[config.mk]
export PLATFORM = sky130hd
export DESIGN_NAME = ordered_array_list_engine_core
export DESIGN_NICKNAME = d
export VERILOG_FILES = /design/src/rtl/oale_pkg.sv /design/src/rtl/oale_dpath.sv /design/src/rtl/oale_ctrl.sv /design/src/rtl/ordered_array_list_engine_core.sv
export SDC_FILE = /design/constraint.sdc
export NUM_CORES = 1
export LEC_CHECK = 0
export BUFFER_PORTS_ARGS = -buffer_cell sky130_fd_sc_hd__buf_2
export CAP_MARGIN = 0
export CORE_AREA = 2 2 239 241
export CTS_CLUSTER_SIZE = 20
export DETAILED_ROUTE_END_ITERATION = 7
export DIE_AREA = 0 0 241 243
export GPL_ROUTABILITY_DRIVEN = 0
export PLACE_DENSITY_LB_ADDON = 0.12
export SYNTH_ARGS = -nofsm -noshare
export SYNTH_HDL_FRONTEND = slang
export SYNTH_SLANG_ARGS = --single-unit
[constraint.sdc]
create_clock -name clk -period 11.04 [get_ports clk]
set_input_delay 3.312 -clock clk [delete_from_list [all_inputs] [get_ports clk]]
set_output_delay 3.312 -clock clk [all_outputs]
set_load 0.005 [all_outputs]
[src/rtl/oale_pkg.sv]
// shared types, codes and constants for the ordered array-list engine
package oale_pkg;

  localparam int DEFAULT_CAPACITY = 16;
  localparam int MAX_RESULTS      = 16;
  localparam int RW               = $clog2(MAX_RESULTS + 1);

  // operation codes carried in func
  localparam logic [2:0] FN_CLEAR   = 3'd0;
  localparam logic [2:0] FN_INSERT  = 3'd1;
  localparam logic [2:0] FN_DELETE  = 3'd2;
  localparam logic [2:0] FN_UPDATE  = 3'd3;
  localparam logic [2:0] FN_SEARCH  = 3'd4;
  localparam logic [2:0] FN_DISPLAY = 3'd5;

  // result status codes
  localparam logic [2:0] ST_OK       = 3'd0;
  localparam logic [2:0] ST_FULL     = 3'd1;
  localparam logic [2:0] ST_EMPTY    = 3'd2;
  localparam logic [2:0] ST_BADLOC   = 3'd3;
  localparam logic [2:0] ST_NOTFOUND = 3'd4;

  typedef struct packed {
    logic [2:0]         func;
    logic [3:0]         location;
    logic signed [31:0] value;
    logic signed [31:0] new_value;
  } req_t;

  typedef struct packed {
    logic [2:0]         status;
    logic [3:0]         out_location;
    logic signed [31:0] out_data;
    logic               last;
  } rsp_t;

  typedef enum logic [3:0] {
    S_IDLE,
    S_DISPATCH,
    S_REPLY,
    S_INS_SHIFT,
    S_INS_WRITE,
    S_DEL_READ,
    S_DEL_SHIFT,
    S_DEL_REPLY,
    S_UPD_SCAN,
    S_SRCH_COUNT,
    S_SRCH_CHECK,
    S_EMIT
  } state_t;

  typedef enum logic [2:0] {
    IDX_HOLD,
    IDX_ZERO,
    IDX_LOC,
    IDX_LAST,
    IDX_INC,
    IDX_DEC
  } idx_op_t;

  typedef enum logic [2:0] {
    WR_NONE,
    WR_UP,
    WR_DOWN,
    WR_VAL,
    WR_NEW
  } wr_op_t;

  typedef enum logic [1:0] {
    CNT_HOLD,
    CNT_CLEAR,
    CNT_INC,
    CNT_DEC
  } cnt_op_t;

  typedef enum logic [1:0] {
    TL_HOLD,
    TL_ZERO,
    TL_COUNT,
    TL_DISP
  } tally_op_t;

  typedef enum logic [2:0] {
    RES_NONE,
    RES_STATUS,
    RES_INS,
    RES_DEL,
    RES_UPD,
    RES_ITEM
  } res_op_t;

  typedef struct packed {
    logic       latch;
    idx_op_t    idx_op;
    wr_op_t     wr_op;
    cnt_op_t    cnt_op;
    tally_op_t  tally_op;
    logic       k_clr;
    logic       k_inc;
    logic       save_removed;
    res_op_t    res_op;
    logic [2:0] reply;
  } cmd_t;

  typedef struct packed {
    logic [2:0] func;
    logic       full;
    logic       empty;
    logic       ins_bad;
    logic       ins_at_end;
    logic       del_bad;
    logic       match;
    logic       idx_at_loc;
    logic       idx_more;
    logic       tally_zero;
    logic       item_last;
    logic       out_free;
  } sts_t;

endpackage

[src/rtl/oale_dpath.sv]
// datapath: list memory, count, scan index, tallies and result register
module oale_dpath import oale_pkg::*; #(
  parameter int CAPACITY = DEFAULT_CAPACITY
) (
  input  logic clk,
  input  logic rst,
  input  req_t req,
  input  cmd_t cmd,
  output sts_t sts,
  output logic rsp_valid,
  input  logic rsp_ready,
  output rsp_t rsp
);

  localparam int AW = (CAPACITY > 1) ? $clog2(CAPACITY) : 1;
  localparam int CW = $clog2(CAPACITY + 1);
  localparam int XW = CW + 4;

  logic [2:0]    func;
  logic [3:0]    loc;
  logic [31:0]   value;
  logic [31:0]   new_value;
  logic [31:0]   removed;
  logic [AW-1:0] idx;
  logic [AW-1:0] idx_next;
  logic [CW-1:0] count;
  logic [CW-1:0] count_m1;
  logic [RW-1:0] tally;
  logic [RW-1:0] k;
  logic [31:0]   rdata;
  logic [31:0]   mem [CAPACITY];

  logic          we;
  logic [AW-1:0] waddr;
  logic [31:0]   wdata;

  logic [XW-1:0] loc_x;
  logic [XW-1:0] count_x;
  logic [XW-1:0] idx_x;
  logic          match;
  logic          item_last;

  assign loc_x     = {{CW{1'b0}}, loc};
  assign count_x   = {4'b0000, count};
  assign idx_x     = {{(XW-AW){1'b0}}, idx};
  assign count_m1  = count - 1'b1;
  assign match     = (rdata == value);
  assign item_last = ((k + 1'b1) == tally);

  // input capture
  always_ff @(posedge clk) begin
    if (cmd.latch) begin
      func      <= req.func;
      loc       <= req.location;
      value     <= req.value;
      new_value <= req.new_value;
    end
    if (cmd.save_removed) begin
      removed <= rdata;
    end
  end

  // scan index; the memory reads at the next index so rdata tracks mem[idx]
  always_comb begin
    case (cmd.idx_op)
      IDX_HOLD: idx_next = idx;
      IDX_ZERO: idx_next = '0;
      IDX_LOC:  idx_next = loc_x[AW-1:0];
      IDX_LAST: idx_next = count_m1[AW-1:0];
      IDX_INC:  idx_next = idx + 1'b1;
      IDX_DEC:  idx_next = idx - 1'b1;
      default:  idx_next = idx;
    endcase
  end

  always_ff @(posedge clk) begin
    idx <= idx_next;
  end

  // memory write port
  always_comb begin
    we    = 1'b1;
    waddr = idx;
    wdata = rdata;
    case (cmd.wr_op)
      WR_NONE: we = 1'b0;
      WR_UP:   waddr = idx + 1'b1;
      WR_DOWN: waddr = idx - 1'b1;
      WR_VAL: begin
        waddr = loc_x[AW-1:0];
        wdata = value;
      end
      WR_NEW:  wdata = new_value;
      default: we = 1'b0;
    endcase
  end

  always_ff @(posedge clk) begin
    if (we) begin
      mem[waddr] <= wdata;
    end
    rdata <= mem[idx_next];
  end

  // entry count
  always_ff @(posedge clk) begin
    if (rst) begin
      count <= '0;
    end else begin
      case (cmd.cnt_op)
        CNT_HOLD:  count <= count;
        CNT_CLEAR: count <= '0;
        CNT_INC:   count <= count + 1'b1;
        CNT_DEC:   count <= count - 1'b1;
        default:   count <= count;
      endcase
    end
  end

  // match tally and emitted-result counter
  always_ff @(posedge clk) begin
    case (cmd.tally_op)
      TL_HOLD:  tally <= tally;
      TL_ZERO:  tally <= '0;
      TL_COUNT: begin
        if (match && (tally != RW'(MAX_RESULTS))) begin
          tally <= tally + 1'b1;
        end
      end
      TL_DISP: begin
        if (count_x > XW'(MAX_RESULTS)) begin
          tally <= RW'(MAX_RESULTS);
        end else begin
          tally <= count_x[RW-1:0];
        end
      end
      default:  tally <= tally;
    endcase
    if (cmd.k_clr) begin
      k <= '0;
    end else if (cmd.k_inc) begin
      k <= k + 1'b1;
    end
  end

  // result register
  always_ff @(posedge clk) begin
    if (rst) begin
      rsp_valid <= 1'b0;
    end else if (cmd.res_op != RES_NONE) begin
      rsp_valid <= 1'b1;
    end else if (rsp_ready) begin
      rsp_valid <= 1'b0;
    end
  end

  always_ff @(posedge clk) begin
    case (cmd.res_op)
      RES_NONE: rsp <= rsp;
      RES_STATUS: begin
        rsp.status       <= cmd.reply;
        rsp.out_location <= '0;
        rsp.out_data     <= '0;
        rsp.last         <= 1'b1;
      end
      RES_INS: begin
        rsp.status       <= ST_OK;
        rsp.out_location <= loc;
        rsp.out_data     <= value;
        rsp.last         <= 1'b1;
      end
      RES_DEL: begin
        rsp.status       <= ST_OK;
        rsp.out_location <= loc;
        rsp.out_data     <= removed;
        rsp.last         <= 1'b1;
      end
      RES_UPD: begin
        rsp.status       <= ST_OK;
        rsp.out_location <= idx_x[3:0];
        rsp.out_data     <= new_value;
        rsp.last         <= 1'b1;
      end
      RES_ITEM: begin
        rsp.status       <= ST_OK;
        rsp.out_location <= idx_x[3:0];
        rsp.out_data     <= rdata;
        rsp.last         <= item_last;
      end
      default: rsp <= rsp;
    endcase
  end

  always_comb begin
    sts.func       = func;
    sts.full       = (count_x == XW'(CAPACITY));
    sts.empty      = (count == '0);
    sts.ins_bad    = (loc_x > count_x);
    sts.ins_at_end = (loc_x == count_x);
    sts.del_bad    = (loc_x >= count_x);
    sts.match      = match;
    sts.idx_at_loc = (idx_x == loc_x);
    sts.idx_more   = ((idx_x + XW'(1)) < count_x);
    sts.tally_zero = (tally == '0);
    sts.item_last  = item_last;
    sts.out_free   = !rsp_valid || rsp_ready;
  end

`ifndef SYNTHESIS
  a_count_bound: assert property (@(posedge clk) disable iff (rst)
    count_x <= XW'(CAPACITY))
    else $error("entry count above capacity");
`endif

endmodule

[src/rtl/oale_ctrl.sv]
// controller state machine sequencing each list operation
module oale_ctrl import oale_pkg::*; (
  input  logic clk,
  input  logic rst,
  input  logic req_valid,
  output logic req_ready,
  input  sts_t sts,
  output cmd_t cmd
);

  state_t     state;
  state_t     state_next;
  logic [2:0] reply;
  logic [2:0] reply_next;
  logic       hit;

  assign hit = (sts.func == FN_DISPLAY) || sts.match;

  always_ff @(posedge clk) begin
    if (rst) begin
      state <= S_IDLE;
      reply <= ST_OK;
    end else begin
      state <= state_next;
      reply <= reply_next;
    end
  end

  // next state
  always_comb begin
    state_next = state;
    reply_next = reply;
    case (state)
      S_IDLE: begin
        if (req_valid) begin
          state_next = S_DISPATCH;
        end
      end
      S_DISPATCH: begin
        case (sts.func)
          FN_CLEAR: begin
            reply_next = ST_OK;
            state_next = S_REPLY;
          end
          FN_INSERT: begin
            if (sts.full) begin
              reply_next = ST_FULL;
              state_next = S_REPLY;
            end else if (sts.ins_bad) begin
              reply_next = ST_BADLOC;
              state_next = S_REPLY;
            end else if (sts.ins_at_end) begin
              state_next = S_INS_WRITE;
            end else begin
              state_next = S_INS_SHIFT;
            end
          end
          FN_DELETE: begin
            if (sts.empty) begin
              reply_next = ST_EMPTY;
              state_next = S_REPLY;
            end else if (sts.del_bad) begin
              reply_next = ST_BADLOC;
              state_next = S_REPLY;
            end else begin
              state_next = S_DEL_READ;
            end
          end
          FN_UPDATE: begin
            if (sts.empty) begin
              reply_next = ST_NOTFOUND;
              state_next = S_REPLY;
            end else begin
              state_next = S_UPD_SCAN;
            end
          end
          FN_SEARCH: begin
            if (sts.empty) begin
              reply_next = ST_EMPTY;
              state_next = S_REPLY;
            end else begin
              state_next = S_SRCH_COUNT;
            end
          end
          FN_DISPLAY: begin
            if (sts.empty) begin
              reply_next = ST_EMPTY;
              state_next = S_REPLY;
            end else begin
              state_next = S_EMIT;
            end
          end
          default: state_next = S_IDLE;
        endcase
      end
      S_REPLY, S_INS_WRITE, S_DEL_REPLY: begin
        if (sts.out_free) begin
          state_next = S_IDLE;
        end
      end
      S_INS_SHIFT: begin
        if (sts.idx_at_loc) begin
          state_next = S_INS_WRITE;
        end
      end
      S_DEL_READ: begin
        state_next = sts.idx_more ? S_DEL_SHIFT : S_DEL_REPLY;
      end
      S_DEL_SHIFT: begin
        if (!sts.idx_more) begin
          state_next = S_DEL_REPLY;
        end
      end
      S_UPD_SCAN: begin
        if (sts.match) begin
          if (sts.out_free) begin
            state_next = S_IDLE;
          end
        end else if (!sts.idx_more) begin
          reply_next = ST_NOTFOUND;
          state_next = S_REPLY;
        end
      end
      S_SRCH_COUNT: begin
        if (!sts.idx_more) begin
          state_next = S_SRCH_CHECK;
        end
      end
      S_SRCH_CHECK: begin
        if (sts.tally_zero) begin
          reply_next = ST_NOTFOUND;
          state_next = S_REPLY;
        end else begin
          state_next = S_EMIT;
        end
      end
      S_EMIT: begin
        if (hit && sts.out_free && sts.item_last) begin
          state_next = S_IDLE;
        end
      end
      default: state_next = S_IDLE;
    endcase
  end

  // commands
  always_comb begin
    cmd           = '0;
    cmd.idx_op    = IDX_HOLD;
    cmd.wr_op     = WR_NONE;
    cmd.cnt_op    = CNT_HOLD;
    cmd.tally_op  = TL_HOLD;
    cmd.res_op    = RES_NONE;
    cmd.reply     = reply;
    req_ready     = (state == S_IDLE);
    case (state)
      S_IDLE: begin
        cmd.latch = req_valid;
      end
      S_DISPATCH: begin
        case (sts.func)
          FN_CLEAR: cmd.cnt_op = CNT_CLEAR;
          FN_INSERT: begin
            if (!sts.full && !sts.ins_bad && !sts.ins_at_end) begin
              cmd.idx_op = IDX_LAST;
            end
          end
          FN_DELETE: begin
            if (!sts.empty && !sts.del_bad) begin
              cmd.idx_op = IDX_LOC;
            end
          end
          FN_UPDATE: begin
            if (!sts.empty) begin
              cmd.idx_op = IDX_ZERO;
            end
          end
          FN_SEARCH: begin
            if (!sts.empty) begin
              cmd.idx_op   = IDX_ZERO;
              cmd.tally_op = TL_ZERO;
            end
          end
          FN_DISPLAY: begin
            if (!sts.empty) begin
              cmd.idx_op   = IDX_ZERO;
              cmd.tally_op = TL_DISP;
              cmd.k_clr    = 1'b1;
            end
          end
          default: cmd.idx_op = IDX_HOLD;
        endcase
      end
      S_REPLY: begin
        if (sts.out_free) begin
          cmd.res_op = RES_STATUS;
        end
      end
      S_INS_SHIFT: begin
        cmd.wr_op = WR_UP;
        if (!sts.idx_at_loc) begin
          cmd.idx_op = IDX_DEC;
        end
      end
      S_INS_WRITE: begin
        if (sts.out_free) begin
          cmd.wr_op  = WR_VAL;
          cmd.cnt_op = CNT_INC;
          cmd.res_op = RES_INS;
        end
      end
      S_DEL_READ: begin
        cmd.save_removed = 1'b1;
        if (sts.idx_more) begin
          cmd.idx_op = IDX_INC;
        end
      end
      S_DEL_SHIFT: begin
        cmd.wr_op = WR_DOWN;
        if (sts.idx_more) begin
          cmd.idx_op = IDX_INC;
        end
      end
      S_DEL_REPLY: begin
        if (sts.out_free) begin
          cmd.cnt_op = CNT_DEC;
          cmd.res_op = RES_DEL;
        end
      end
      S_UPD_SCAN: begin
        if (sts.match) begin
          if (sts.out_free) begin
            cmd.wr_op  = WR_NEW;
            cmd.res_op = RES_UPD;
          end
        end else if (sts.idx_more) begin
          cmd.idx_op = IDX_INC;
        end
      end
      S_SRCH_COUNT: begin
        cmd.tally_op = TL_COUNT;
        if (sts.idx_more) begin
          cmd.idx_op = IDX_INC;
        end else begin
          cmd.idx_op = IDX_ZERO;
          cmd.k_clr  = 1'b1;
        end
      end
      S_SRCH_CHECK: begin
        cmd.idx_op = IDX_HOLD;
      end
      S_EMIT: begin
        if (hit) begin
          if (sts.out_free) begin
            cmd.res_op = RES_ITEM;
            cmd.k_inc  = 1'b1;
            if (!sts.item_last) begin
              cmd.idx_op = IDX_INC;
            end
          end
        end else begin
          cmd.idx_op = IDX_INC;
        end
      end
      default: cmd.idx_op = IDX_HOLD;
    endcase
  end

`ifndef SYNTHESIS
  a_idle_quiet: assert property (@(posedge clk) disable iff (rst)
    (state == S_IDLE) |-> (cmd.wr_op == WR_NONE && cmd.cnt_op == CNT_HOLD))
    else $error("list state changed while idle");
  a_res_slot: assert property (@(posedge clk) disable iff (rst)
    (cmd.res_op != RES_NONE) |-> sts.out_free)
    else $error("result loaded over an untaken result");
  a_shift_up: assert property (@(posedge clk) disable iff (rst)
    (cmd.wr_op == WR_UP) |-> (sts.func == FN_INSERT && !sts.full))
    else $error("upward shift outside a legal insert");
`endif

endmodule

[src/rtl/ordered_array_list_engine_core.sv]
// ordered array-list engine top level: controller plus list datapath
// throughput: one request at a time, one entry moved or examined per cycle unless a result
//   waits for the output; next request taken in the cycle after the last result is loaded
// reset: count cleared, controller idle, result register empty; list contents undefined
module ordered_array_list_engine_core import oale_pkg::*; #(
  parameter int CAPACITY = DEFAULT_CAPACITY
) (
  input  logic clk,
  input  logic rst,
  // request channel
  input  logic req_valid,
  output logic req_ready,
  input  req_t req,
  // result channel
  output logic rsp_valid,
  input  logic rsp_ready,
  output rsp_t rsp
);

  // command and status between controller and datapath
  cmd_t cmd;
  sts_t sts;

  // sequencer: dispatches on func; shifts, scans one entry a cycle unless a result waits
  oale_ctrl u_ctrl (
    .clk       (clk),
    .rst       (rst),
    .req_valid (req_valid),
    .req_ready (req_ready),
    .sts       (sts),
    .cmd       (cmd)
  );

  // list memory, count, scan index, match tally and output register
  oale_dpath #(
    .CAPACITY (CAPACITY)
  ) u_dpath (
    .clk       (clk),
    .rst       (rst),
    .req       (req),
    .cmd       (cmd),
    .sts       (sts),
    .rsp_valid (rsp_valid),
    .rsp_ready (rsp_ready),
    .rsp       (rsp)
  );

endmodule

==> metrics.txt <==
status=finished, final reports clean; CP Capture Point=u_dpath.rdata[27]; Die Wd=around 240 um; Worst R2R Path Depth=14; antenna-violating nets left=0; setup_tns=0 ps; Synth warnings=0; normalized max-slew margin=0.250; Setup CP Type=primary input to register; quantity of gates resized following cts=0; Pre-antenna DRT Iters=8; DR iter-0 viols=about 2,000; # hold bufs at CTS=0; first-pass GRT wire length=around 110,000 um; Pwr Total=8.40 mW; startpoint type of the worst setup path=primary input; clock buffer depth=3; grt total ovfl=0; final hold violations=0; clock sinks=~710; Worst setup EP type=register; Arrival @ worst endpoint=7080 ps; IO Count=~120; Worst Hold Depth=2; PortBufs=116; most common flop cell mapped by yosys=edfxtp_1; RSZ-0062 raised after global routing=no; Tmin final=6560 ps; max cap viols=0; largest fanout on the critical path=93; Layout area overhead=12.5%; CP startpoint=rsp_ready; clock buffer count from CTS=74; Routed WL=75,600 um; via count=18,600; FFs w/ async S/R, synth=0; worst min path class=register to register; Least-Margin Pin Slew=about 1100 ps; gr usage total=0.256; # Post-CTS Setup Buffers=0; Max Clk Rate=0.152 GHz; clock transition at the registers of the reported paths=50 ps; number of global-route vias before repair=~18,000; initial antenna violation count=2; EDFF count, synth=660; post-synthesis cell count=2,129; Worst-Skew Late Latency=610 ps; Rows=87; Root Buffer Master=clkbuf_16; Worst Path Required=11,560 ps; leak pwr=11.7 nW; reg2reg setup slack=4690 ps; Max Slew Vio Count=0; wire per inst=24.9 um; H-Tree Depth=3; synth unique cells=72; DPL Wire Length=44,100 um; Final period util=0.594; largest net degree at the start of global routing=157; TritonCTS clock tree=done; CORE AREA=between 0.05 and 0.06 mm^2; layout cells sized above 1=0.159; worst r2r dst=u_dpath.rdata[27]; residual DRC count=0; worst clock skew=25.7 ps; power per cell area=roughly 250 mW/mm^2; Die Area=~0.06 mm^2; Post-Syn Nets=2,220; Post-Syn Area=0.0299 mm^2; Initial Util=0.534; post-synthesis sequential area ratio=0.699; maximum VDD drop=190 uV; synthesized area per cell=14.0 um^2; FF-to-FF Start=u_dpath.idx[0]; endpoints failing setup=0; Post-Route Utilization=0.601; Synth Register Bits=714; detailed-route vias per instance=6.11; Die Span Y=between 200 and 250 um; final net count=~2,300
## routing by layer
metal,global-route usage,routed length (um),vias up
met5,0,0,-
met4,0.0812,1880,0
met3,0.0532,6730,128
met2,0.383,33900,822
met1,0.376,33100,9229
li1,-,-,8406
## layout make-up
type	count	area [um^2]
inverters	81	307
repair buffers	149	853
flip-flops and latches	714	20900
well taps	756	946
multi-input cells	1204	8310
fillers	4282	22300
diodes	1	2.50
clock inverters	20	160
clock buffers	116	2150
## kinds of logic (layout without fill, tap and decap cells)
logic type               Yosys count  count (layout)  synth area share
adder cells (fa/ha/maj)           16              16           0.00670
multiplexers                     101             101            0.0338
AO/OA/AOI/OAI                    537             537             0.131
buffers and inverters            211             366            0.0297
flip-flops                       714             714             0.699
XOR/XNOR                          60              60            0.0176
other                              0               1                 0
AND/OR/NAND/NOR                  490             490            0.0816
## where the power goes
part | leakage [nW] | internal [mW] | switching (mW)
Clock | 1.13 | 1.39 | 1.00
Sequential | 6.47 | 3.52 | 0.229
Combinational | 4.06 | 0.775 | 1.49
Total | 11.7 | 5.68 | 2.72
## placed cells by master, fill, tap and decap left out, types with 28 or more instances in the layout
cell	count
clkbuf_16	78
nand2_1	172
nor2_1	73
a22oi_1	130
buf_2	116
nand3_1	47
nand2b_1	75
a21oi_1	117
a221oi_2	28
dfxtp_1	54
clkbuf_1	32
buf_4	31
o21ai_0	74
a221oi_1	39
xor2_1	42
inv_1	80
o22ai_1	39
edfxtp_1	660
mux2i_1	101
## state kept, by name (all words and copies together) (netlist names)
name,cells
u_dpath.idx,4
u_dpath.loc,4
u_dpath.tally,5
u_dpath.rdata,32
u_dpath.rsp,40
u_dpath.count,5
u_ctrl.state,4
u_dpath.func,3
u_dpath.removed,32
u_ctrl.reply,3
u_dpath.value,32
u_dpath.rsp_valid,1
u_dpath.new_value,32
u_dpath.k,5
u_dpath.mem,512
## through the flow
step	instance area (um^2)	cells	worst slack, ps	hold slack [ps]
after global placement	31300	2904	4030	455
final	33600	3041	4480	485
after global routing	33600	3040	4170	514
after detailed placement	31300	2904	3870	487
after floorplan	29900	2129	4180	441
after CTS	33600	3040	4480	495
## worst max-delay path: stages
cell,delay [ps]
buf_2,100
nand2b_1,280
a311oi_1,390
o211ai_1,310
a41o_4,400
inv_4,760
buf_4,750
a221oi_1,170
o21ai_0,250
a21oi_1,120
nor3_2,200
## synth_stat cells, types with 5 or more instances
master / instances / area [um^2]
a21oi_1: 117 / 586
a221oi_1: 39 / 342
a221oi_2: 28 / 420
a22o_1: 6 / 52.6
a22oi_1: 130 / 976
a31oi_1: 6 / 37.5
and2_1: 8 / 50.1
and3_1: 6 / 37.5
buf_1: 7 / 26.3
buf_2: 30 / 150
buf_6: 6 / 67.6
clkbuf_1: 84 / 315
dfxtp_1: 54 / 1080
edfxtp_1: 660 / 19800
ha_1: 16 / 200
inv_1: 80 / 300
mux2i_1: 101 / 1010
nand2_1: 172 / 646
nand2b_1: 77 / 482
nand3_1: 47 / 235
nand4_1: 6 / 37.5
nor2_1: 92 / 345
nor2b_1: 6 / 37.5
nor3_1: 23 / 115
nor3_2: 24 / 240
nor4_1: 10 / 62.6
o21a_1: 5 / 37.5
o21ai_0: 75 / 375
o21ai_1: 11 / 55.1
o221a_1: 7 / 78.8
o221a_2: 25 / 282
o22ai_1: 39 / 244
xnor2_1: 18 / 158
xor2_1: 42 / 368
## how the worst min path moves through the flow
stage,start,to
finish,u_ctrl.reply[1],u_ctrl.reply[1]
global route,u_ctrl.reply[1],u_ctrl.reply[1]
CTS,u_ctrl.reply[1],u_ctrl.reply[1]
detailed placement,u_ctrl.reply[1],u_ctrl.reply[1]
global placement,u_ctrl.reply[1],u_ctrl.reply[1]
floorplan,u_ctrl.reply[1],u_ctrl.reply[1]
No activity file was read; power rests on OpenSTA's default activity.
